<file path="src/rtl/frq_pkg.sv">
package frq_pkg;

    localparam int PIX_IO_BITS   = 32;
    localparam int CFG_IDX_BITS  = 2;
    localparam int CFG_DATA_BITS = 7;
    localparam int DIM_REG_BITS  = 7;

    localparam logic [DIM_REG_BITS-1:0] DIM_RESET = 7'd64;

    typedef enum logic [0:0] {
        REQ_LOAD  = 1'b0,
        REQ_DRAIN = 1'b1
    } t_req;

    typedef enum logic [1:0] {
        ST_OK          = 2'd0,
        ST_LOAD_FULL   = 2'd1,
        ST_DRAIN_EARLY = 2'd2
    } t_status;

    typedef enum logic [1:0] {
        ANG_0   = 2'd0,
        ANG_90  = 2'd1,
        ANG_180 = 2'd2,
        ANG_270 = 2'd3
    } t_angle;

    typedef enum logic [CFG_IDX_BITS-1:0] {
        CFG_ANGLE  = 2'd0,
        CFG_WIDTH  = 2'd1,
        CFG_HEIGHT = 2'd2
    } t_cfg_idx;

    typedef struct packed {
        logic capture;
        logic coord;
        logic addr;
        logic mem;
        logic put;
    } t_ctrl_cmd;

    typedef struct packed {
        logic out_free;
    } t_ctrl_stat;

endpackage

</file>
<file path="src/rtl/frq_ctrl.sv">
module frq_ctrl (
    input  logic                i_clk,
    input  logic                i_rst_n,
    input  logic                i_req_valid,
    output logic                o_req_ready,
    input  frq_pkg::t_ctrl_stat i_stat,
    output frq_pkg::t_ctrl_cmd  o_cmd
);

    typedef enum logic [4:0] {
        S_IDLE  = 5'b00001,
        S_COORD = 5'b00010,
        S_ADDR  = 5'b00100,
        S_MEM   = 5'b01000,
        S_PUT   = 5'b10000
    } t_state;

    t_state r_state;
    t_state n_state;

    always_comb begin
        n_state = r_state;
        o_cmd   = '0;
        unique case (r_state)
            S_IDLE: begin
                if (i_req_valid) begin
                    o_cmd.capture = 1'b1;
                    n_state       = S_COORD;
                end
            end
            S_COORD: begin
                o_cmd.coord = 1'b1;
                n_state     = S_ADDR;
            end
            S_ADDR: begin
                o_cmd.addr = 1'b1;
                n_state    = S_MEM;
            end
            S_MEM: begin
                o_cmd.mem = 1'b1;
                n_state   = S_PUT;
            end
            S_PUT: begin
                if (i_stat.out_free) begin
                    o_cmd.put = 1'b1;
                    n_state   = S_IDLE;
                end
            end
            default: n_state = S_IDLE;
        endcase
    end

    assign o_req_ready = (r_state == S_IDLE);

    always_ff @(posedge i_clk) begin
        if (!i_rst_n) begin
            r_state <= S_IDLE;
        end else begin
            r_state <= n_state;
        end
    end

endmodule

</file>
<file path="config.mk">
export PLATFORM = sky130hd
export DESIGN_NAME = frq_ctrl
export DESIGN_NICKNAME = d
export VERILOG_FILES = /design/src/rtl/frq_pkg.sv /design/src/rtl/frq_ctrl.sv
export SDC_FILE = /design/constraint.sdc
export NUM_CORES = 1
export LEC_CHECK = 0
export BUFFER_PORTS_ARGS = -buffer_cell sky130_fd_sc_hd__buf_4
export CAP_MARGIN = 20
export CORE_AREA = 2 2 39 41
export DETAILED_ROUTE_END_ITERATION = 10
export DIE_AREA = 0 0 41 43
export HOLD_SLACK_MARGIN = 0.02
export MAX_ROUTING_LAYER = met4
export PLACE_DENSITY_LB_ADDON = 0.2
export SYNTH_ARGS = -nofsm -noshare
export SYNTH_HDL_FRONTEND = slang
export SYNTH_SLANG_ARGS = --single-unit
</file>
<file path="constraint.sdc">
create_clock -name i_clk -period 1.3 [get_ports i_clk]
set_clock_uncertainty 0.1 [all_clocks]
set_input_delay 0.065 -clock i_clk [delete_from_list [all_inputs] [get_ports i_clk]]
set_output_delay 0.065 -clock i_clk [all_outputs]
set_load 0.03 [all_outputs]
</file>
==> impl_metrics.env, run 1 <==
export IMPL_status="finished with violations"
export IMPL_violations="setup timing"
export IMPL_route_detailed_drc=0
export IMPL_worstPathArrival_ps=1410
export IMPL_grt_use_total_pct=13.4
export IMPL_via_per_inst=4.53
export IMPL_worstHoldPathCells=4
export IMPL_worst_pin_slew_ps=277
export IMPL_clock_latency_ps=250
export IMPL_hold_viol=0
export IMPL_fin_crit_sh_pct=121
export IMPL_antenna_found_initial=0
export IMPL_routabilityCongestion=0.762
export IMPL_synth_top_area_cell="dfxtp_1"
export IMPL_areaGrowthSynthToFinish_pct=83.8
export IMPL_top_register="r_state"
export IMPL_worstPathMaxFanout=3
export IMPL_cts_root_buf="clkbuf_4"
export IMPL_slowest_stage="or3_4"
export IMPL_endpoint_kind="output pin"
export IMPL_ant_nets=0
export IMPL_design_core_area_sq_mm=0.00138
export IMPL_instances_no_fill=74
export IMPL_grt_overflow_total=0
export IMPL_dpl_hpwl_microns=551
export IMPL_synth_area_sq_um=317
export IMPL_worstRegToRegCells=4
export IMPL_cts_tree="done"
export IMPL_finalCriticalPeriod_ps=1570
export IMPL_postSynthAreaPerCell_sq_um=9.04
export IMPL_slowest_delay_ps=420
export IMPL_ys_types=21
export IMPL_timing_hold_ws_ps=78.8
export IMPL_largest_reg_flops=5
export IMPL_grt_pass1_vias=343
export IMPL_numPortBuffers=9
export IMPL_numCtsBuffers=3
export IMPL_syn_inst=35
export IMPL_hp_class="in2reg"
export IMPL_die_h_microns=43
export IMPL_insertedDiodeCount=0
export IMPL_io_pins=10
export IMPL_final_fill_count=148
export IMPL_r2r_slack_ps=-160
export IMPL_reg_largest_list="r_state: 5 flops"
export IMPL_crit_type="reg2out"
export IMPL_power_leakage_nw=0.249
export IMPL_ys_warnings_count=0
export IMPL_wirelength_microns=872
export IMPL_peakVddDrop_uv=349
export IMPL_slew_viol_final=0
export IMPL_ys_seq_area_share_pct=31.6
export IMPL_clock_sinks=5
export IMPL_vias=335
export IMPL_floorplan_initialDensity_pct=22.9
export IMPL_startpoint_type="register"
export IMPL_max_freq_ghz=0.636
export IMPL_worst_ep_required_time_ps=1130
export IMPL_setup_viol=8
export IMPL_post_place_ws_ps=-32.7
export IMPL_final_common_cell="buf_4"
export IMPL_clkTransAtPathRegs_ps=40
export IMPL_syn_nets=39
export IMPL_hold_end="r_state[4]$_SDFFE_PN0P_"
export IMPL_relSlewSlack_pct=81.3
export IMPL_powerDensity_mw_per_mm2=881
export IMPL_drive_gt1_share_pct=60.3
export IMPL_drtIter0Drc=1
export IMPL_die_x_microns=41
export IMPL_wl_per_cell_microns=11.8
export IMPL_row_count=14
export IMPL_reg2reg_to="r_state[4]$_SDFFE_PN0P_"
export IMPL_clockBufferDepth=2
export IMPL_fin_ws_ps=-273
export IMPL_htreeDepth=1
export IMPL_grt_pass1_wl_microns=1440
export IMPL_rsz0062_at_grt="true"
export IMPL_grt_max_degree=9
export IMPL_synth_area_leaders="dfxtp_1 (32%), and2_1 (7.9%), nor3b_1 (7.1%)"
export IMPL_min_delay_start="i_stat"
export IMPL_r2r_start="r_state[2]$_SDFFE_PN0P_"
export IMPL_drv_cap=0
export IMPL_netlist_area_leader_share_pct=31.6
export IMPL_cp_cell_sequence="or3_4 > nor2_4 > and2_4 > buf_6"
export IMPL_synth_seq_cells=5
export IMPL_fp_dieArea_sq_mm=0.00176
export IMPL_nets=63
export IMPL_dp_cells=64
export IMPL_dr_pass1_iters=2
export IMPL_layout_common_cells="buf_4 (11), buf_6 (7)"
==> area by class of cell <==
| class | instances | area, sq um | share of cell area [%] |
|---|---|---|---|
| multi-input combinational | 29 | 246 | 42.4 |
| timing repair buffer | 20 | 181 | 31.2 |
| sequential | 5 | 108 | 18.5 |
| clock buffer | 4 | 26.3 | 4.52 |
| tap | 16 | 20.0 | 3.44 |
==> worst max-delay path, delay by kind of cell, from the launching register on <==
kind / cells / cell delay (ps)
buffers and inverters: 1 / 120
flip-flops: 1 / 340
AND/OR/NAND/NOR: 3 / 690
==> routing by layer <==
metal	vias to the layer above	routed length, microns	track usage (%)
met1	153	347	14.1
met4	0	25	14.0
met5	-	0	-
met3	3	26	1.57
met2	7	472	19.4
li1	172	-	-
==> timing repair <==
action	in CTS	in global routing
endpoints found under the setup margin	8	10
pin swaps	3	2
resized for setup	16	5
hold buffers	2	0
buffers inserted	5	1
hold endpoints to repair	4	0
==> report_power, final <==
group | switching [mW] | internal [mW] | total [mW] | leakage [nW]
combinational | 0.0663 | 0.0802 | 0.146 | 0.192
sequential | 0.0185 | 0.161 | 0.180 | 0.0422
clock | 0.0699 | 0.116 | 0.186 | 0.0150
total | 0.155 | 0.358 | 0.512 | 0.249
==> cells in the mapped netlist <==
| cell type | count |
|---|---|
| and3_1 | 2 |
| nor4_1 | 1 |
| nand3b_1 | 1 |
| o31ai_2 | 1 |
| buf_4 | 1 |
| nor2b_1 | 2 |
| nand2b_1 | 1 |
| nor3_1 | 2 |
| nor3b_1 | 3 |
| and2_1 | 4 |
| a21o_1 | 1 |
| dfxtp_1 | 5 |
| nor3b_4 | 1 |
| nor2_2 | 1 |
| o31ai_1 | 1 |
| and4_1 | 1 |
| and2b_1 | 1 |
| o21ai_0 | 2 |
| nor4b_1 | 1 |
| or3_4 | 1 |
| nor2_1 | 2 |
==> how the worst max path moves through the flow <==
stage	start	end	cells past startpoint
floorplan	r_state[3]$_SDFFE_PN0P_	r_state[2]$_SDFFE_PN0P_	3
global placement	r_state[2]$_SDFFE_PN0P_	o_cmd[4]	4
detailed placement	r_state[2]$_SDFFE_PN0P_	r_state[4]$_SDFFE_PN0P_	3
CTS	r_state[2]$_SDFFE_PN0P_	o_cmd[4]	4
global route	r_state[2]$_SDFFE_PN0P_	o_cmd[4]	4
finish	r_state[2]$_SDFFE_PN0P_	o_cmd[4]	4
==> cells by family (layout without fill, tap and decap cells) <==
group,after synthesis,count (layout),synth area share [%]
simple gates,24,24,54.2
compound gates,5,5,11.9
flops,5,5,31.6
buf+inv,1,24,2.37
==> stage by stage <==
step                      setup TNS [ps]  instance area (sq um)  total power [mW]  util [%]
after floorplan                     -251                    324             0.248         -
after global placement             -18.0                    442             0.299      31.9
after detailed placement           -54.5                    442             0.297      31.9
after CTS                          -1730                    578             0.509      41.8
after global routing               -1860                    582             0.544      42.0
final                              -1400                    582             0.512      42.0
No activity file was read; power rests on OpenSTA's default activity.
==> inputs of run 2 (changes only) <==
- BUFFER_PORTS_ARGS: -buffer_cell sky130_fd_sc_hd__buf_4 -> default
- CELL_PAD_IN_SITES_DETAIL_PLACEMENT: default -> 2
- CELL_PAD_IN_SITES_GLOBAL_PLACEMENT: default -> 2
- DONT_BUFFER_PORTS: default -> 1
==> impl_metrics.env, run 2 (synthesized netlist as in run 1, its figures left out) <==
export IMPL_row_count=14
export IMPL_clockBufferDepth=2
export IMPL_peakVddDrop_uv=388
export IMPL_wl_per_cell_microns=16.5
export IMPL_cts_tree="done"
export IMPL_worst_pin_slew_ps=312
export IMPL_status="finished with violations"
export IMPL_fin_ws_ps=-265
export IMPL_worst_ep_required_time_ps=1130
export IMPL_via_per_inst=5.06
export IMPL_violations="setup timing"
export IMPL_grt_max_degree=9
export IMPL_wirelength_microns=1120
export IMPL_nets=57
export IMPL_setup_viol=6
export IMPL_drv_cap=0
export IMPL_drtIter0Drc=3
export IMPL_floorplan_initialDensity_pct=22.9
export IMPL_crit_type="reg2out"
export IMPL_drive_gt1_share_pct=51.9
export IMPL_clock_latency_ps=260
export IMPL_grt_pass1_wl_microns=1790
export IMPL_critPathLaunch="r_state[3]$_SDFFE_PN0P_"
export IMPL_clock_sinks=5
export IMPL_finalCriticalPeriod_ps=1570
export IMPL_r2r_slack_ps=-200
export IMPL_dp_cells=57
export IMPL_crit_end="o_cmd[3]"
export IMPL_fin_crit_sh_pct=120
export IMPL_hp_class="in2reg"
export IMPL_clkTransAtPathRegs_ps=50
export IMPL_grt_overflow_total=0
export IMPL_antenna_found_initial=0
export IMPL_design_core_area_sq_mm=0.00138
export IMPL_powerDensity_mw_per_mm2=946
export IMPL_htreeDepth=1
export IMPL_worstPathMaxFanout=3
export IMPL_largest_reg_flops=5
export IMPL_route_detailed_drc=0
export IMPL_power_leakage_nw=0.218
export IMPL_areaGrowthSynthToFinish_pct=70.4
export IMPL_numPortBuffers=0
export IMPL_relSlewSlack_pct=79.0
export IMPL_min_delay_start="i_stat"
export IMPL_insertedDiodeCount=0
export IMPL_top_register="r_state"
export IMPL_worstRegToRegCells=5
export IMPL_final_common_cell="buf_4"
export IMPL_instances_no_fill=68
export IMPL_dr_pass1_iters=4
export IMPL_rsz0062_at_grt="true"
export IMPL_final_fill_count=165
export IMPL_cts_root_buf="clkbuf_4"
export IMPL_startpoint_type="register"
export IMPL_grt_pass1_vias=383
export IMPL_die_h_microns=43
export IMPL_fp_dieArea_sq_mm=0.00176
export IMPL_endpoint_kind="output pin"
export IMPL_r2r_start="r_state[3]$_SDFFE_PN0P_"
export IMPL_numCtsBuffers=3
export IMPL_worstPathArrival_ps=1400
export IMPL_grt_use_total_pct=16.4
export IMPL_vias=344
export IMPL_io_pins=10
export IMPL_post_place_ws_ps=-31.6
export IMPL_die_x_microns=41
export IMPL_reg_largest_list="r_state: 5 flops"
export IMPL_routabilityCongestion=0.761
export IMPL_ant_nets=0
export IMPL_hold_viol=0
export IMPL_max_freq_ghz=0.639
export IMPL_reg2reg_to="r_state[4]$_SDFFE_PN0P_"
export IMPL_timing_hold_ws_ps=92.6
export IMPL_dpl_hpwl_microns=703
export IMPL_slew_viol_final=0
## run 2: cell count changes in the layout (fill, tap and decap cells not counted)
cell           before  now
o31ai_2             1    0
buf_4              11    7
dlygate4sd3_1       2    3
o31ai_4             0    1
buf_12              0    1
buf_6               7    3
nor4_2              1    0
nor4_1              0    1
## run 2: critical path: stages, from the launching register on
cell	delay, ps
dfxtp_4	350
or3_4	410
nor3b_4	220
buf_6	160
## run 2: layout make-up
cell class | instances | area [sq um] | area share (%)
multi-input cells | 29 | 249 | 46.2
clock buffers | 4 | 26.3 | 4.87
well taps | 16 | 20.0 | 3.71
repair buffers | 14 | 136 | 25.3
flip-flops and latches | 5 | 108 | 20.0
## run 2: per-layer routing
layer / vias to the layer above / global-route usage [%] / wire, microns
li1: 162 / - / -
met1: 170 / 17.0 / 460
met3: 4 / 4.71 / 41
met5: - / - / 0
met4: 0 / 10.0 / 28
met2: 8 / 25.9 / 593
## run 2: worst min-delay path by stage
stage          depth (start not counted)                      end
2_1_floorplan                          1  r_state[2]$_SDFFE_PN0P_
3_3_place_gp                           1  r_state[2]$_SDFFE_PN0P_
3_5_place_dp                           1  r_state[2]$_SDFFE_PN0P_
4_1_cts                                3  r_state[0]$_SDFFE_PN1P_
5_1_grt                                3  r_state[0]$_SDFFE_PN1P_
6_report                               3  r_state[0]$_SDFFE_PN1P_
## run 2: where the power goes
part / internal, mW / leakage (nW) / switching, mW
logic: 0.0639 / 0.161 / 0.0654
clock network: 0.117 / 0.0150 / 0.0851
registers: 0.161 / 0.0422 / 0.0181
## run 2: stage by stage
stage,total power [mW],util (%),cell area (sq um),TNS (ps)
floorplan,0.248,-,324,-251
global placement,0.275,29.0,402,-15.5
detailed placement,0.278,29.0,402,-58.4
CTS,0.508,37.6,520,-1130
global route,0.533,39.0,539,-1500
finish,0.510,39.0,539,-1190
## run 2: timing repair
action	4_1_cts	5_1_grt
pin swaps	6	3
buffers inserted	3	1
hold buffers	3	0
gates resized for setup	14	3
gates cloned	0	0
setup endpoints to repair	8	9
hold endpoints to repair	5	0
==> inputs of run 3 (changes only) <==
- PLACE_DENSITY_LB_ADDON: 0.2 -> 0.25
==> impl_metrics.env, run 3 (synthesized netlist as in run 1, its figures left out) <==
export IMPL_status="finished with violations"
export IMPL_violations="setup timing"
export IMPL_final_fill_count=153
export IMPL_worstPathMaxFanout=3
export IMPL_grt_pass1_wl_microns=1810
export IMPL_worstPathArrival_ps=1380
export IMPL_slowest_delay_ps=420
export IMPL_dpl_hpwl_microns=744
export IMPL_cts_root_buf="clkbuf_4"
export IMPL_peakVddDrop_uv=418
export IMPL_largest_reg_flops=5
export IMPL_fin_ws_ps=-250
export IMPL_power_leakage_nw=0.242
export IMPL_io_pins=10
export IMPL_cts_tree="done"
export IMPL_top_register="r_state"
export IMPL_die_x_microns=41
export IMPL_grt_overflow_total=0
export IMPL_numPortBuffers=0
export IMPL_design_core_area_sq_mm=0.00138
export IMPL_grt_max_degree=9
export IMPL_grt_pass1_vias=384
export IMPL_nets=60
export IMPL_clock_sinks=5
export IMPL_post_route_util_pct=43.2
export IMPL_vias=338
export IMPL_worst_ep_required_time_ps=1130
export IMPL_regArea_sq_um=111
export IMPL_drtIter0Drc=4
export IMPL_layout_common_cells="buf_4 (9), and2_4 (4), dlygate4sd3_1 (4), buf_6 (4)"
export IMPL_wirelength_microns=1210
export IMPL_fin_crit_sh_pct=119
export IMPL_clock_latency_ps=240
export IMPL_crit_type="reg2out"
export IMPL_via_per_inst=4.76
export IMPL_grt_use_total_pct=16.0
export IMPL_powerDensity_mw_per_mm2=871
export IMPL_setup_viol=7
export IMPL_wl_per_cell_microns=17.1
export IMPL_routabilityCongestion=0.673
export IMPL_areaGrowthSynthToFinish_pct=88.9
export IMPL_startpoint_type="register"
export IMPL_hold_viol=0
export IMPL_ant_nets=0
export IMPL_clockBufferDepth=2
export IMPL_timing_hold_ws_ps=116
export IMPL_drv_cap=0
export IMPL_dr_pass1_iters=2
export IMPL_rsz0062_at_grt="true"
export IMPL_slew_viol_final=0
export IMPL_instances_no_fill=71
export IMPL_antenna_found_initial=0
export IMPL_drive_gt1_share_pct=65.5
export IMPL_clkTransAtPathRegs_ps=50
export IMPL_final_setup_tns_ps=-1230
export IMPL_htreeDepth=1
export IMPL_finalCriticalPeriod_ps=1550
export IMPL_row_count=14
export IMPL_relSlewSlack_pct=80.8
export IMPL_final_common_cell="buf_4"
export IMPL_multi_input_area_sq_um=288
export IMPL_floorplan_initialDensity_pct=22.9
export IMPL_max_freq_ghz=0.645
export IMPL_dp_cells=57
export IMPL_fp_dieArea_sq_mm=0.00176
export IMPL_hp_class="in2reg"
export IMPL_worst_pin_slew_ps=286
export IMPL_insertedDiodeCount=0
export IMPL_endpoint_kind="output pin"
export IMPL_reg_largest_list="r_state: 5 flops"
export IMPL_route_detailed_drc=0
export IMPL_slowest_stage="or3_4"
export IMPL_die_h_microns=43
export IMPL_cp_cell_sequence="or3_4 > nor3b_4 > buf_6"
export IMPL_path_buf_inv=1
export IMPL_numCtsBuffers=3
export IMPL_crit_family="simple AND/OR/NAND/NOR gates"
[run 3: power breakdown]
part	internal (mW)	switching (mW)
clock	0.116	0.0623
combinational	0.0811	0.0750
sequential	0.162	0.0239
total	0.359	0.161
[run 3: worst paths after layout]
kind,start,depth (start not counted),slack [ps],to
max,r_state[2]$_SDFFE_PN0P_,3,-250,o_cmd[3]
min,i_stat,3,120,r_state[0]$_SDFFE_PN1P_
max reg2reg,r_state[2]$_SDFFE_PN0P_,5,-220,r_state[4]$_SDFFE_PN0P_
min reg2reg,r_state[1]$_SDFFE_PN0P_,3,550,r_state[4]$_SDFFE_PN0P_
[run 3: worst reg2reg max path, stage by stage, from the launching register on]
cell	delay [ps]
dfxtp_2	330
or3_4	430
buf_4	150
buf_6	110
o31ai_4	210
nor2_1	70
[run 3: metal layers]
layer / part of all wire, % / up-vias / track usage, %
met3: 3.7 / 0 / 3.66
met5: 0 / - / -
li1: - / 167 / -
met4: 0 / 0 / 6.00
met2: 55 / 8 / 25.6
met1: 42 / 163 / 18.4
[run 3: through the flow]
step | power, mW | cell area, sq um | setup slack, ps
after floorplan | 0.248 | 324 | -148
after global placement | 0.276 | 389 | -35.9
after detailed placement | 0.282 | 389 | -52.6
after CTS | 0.503 | 522 | -248
after global routing | 0.557 | 598 | -289
final | 0.521 | 598 | -250
[run 3: layout make-up]
class                   count  area share, %
multi-input cells          29           48.1
well taps                  16           3.35
flip-flops and latches      5           18.6
repair buffers             17           25.5
clock buffers               4           4.39
[run 3: repair_timing]
action / CTS / global route
pin swaps: 7 / 5
buffers inserted: 4 / 4
hold buffers: 3 / 1
setup endpoints to repair: 9 / 9
endpoints found under the hold margin: 5 / 1
resized for setup: 15 / 12
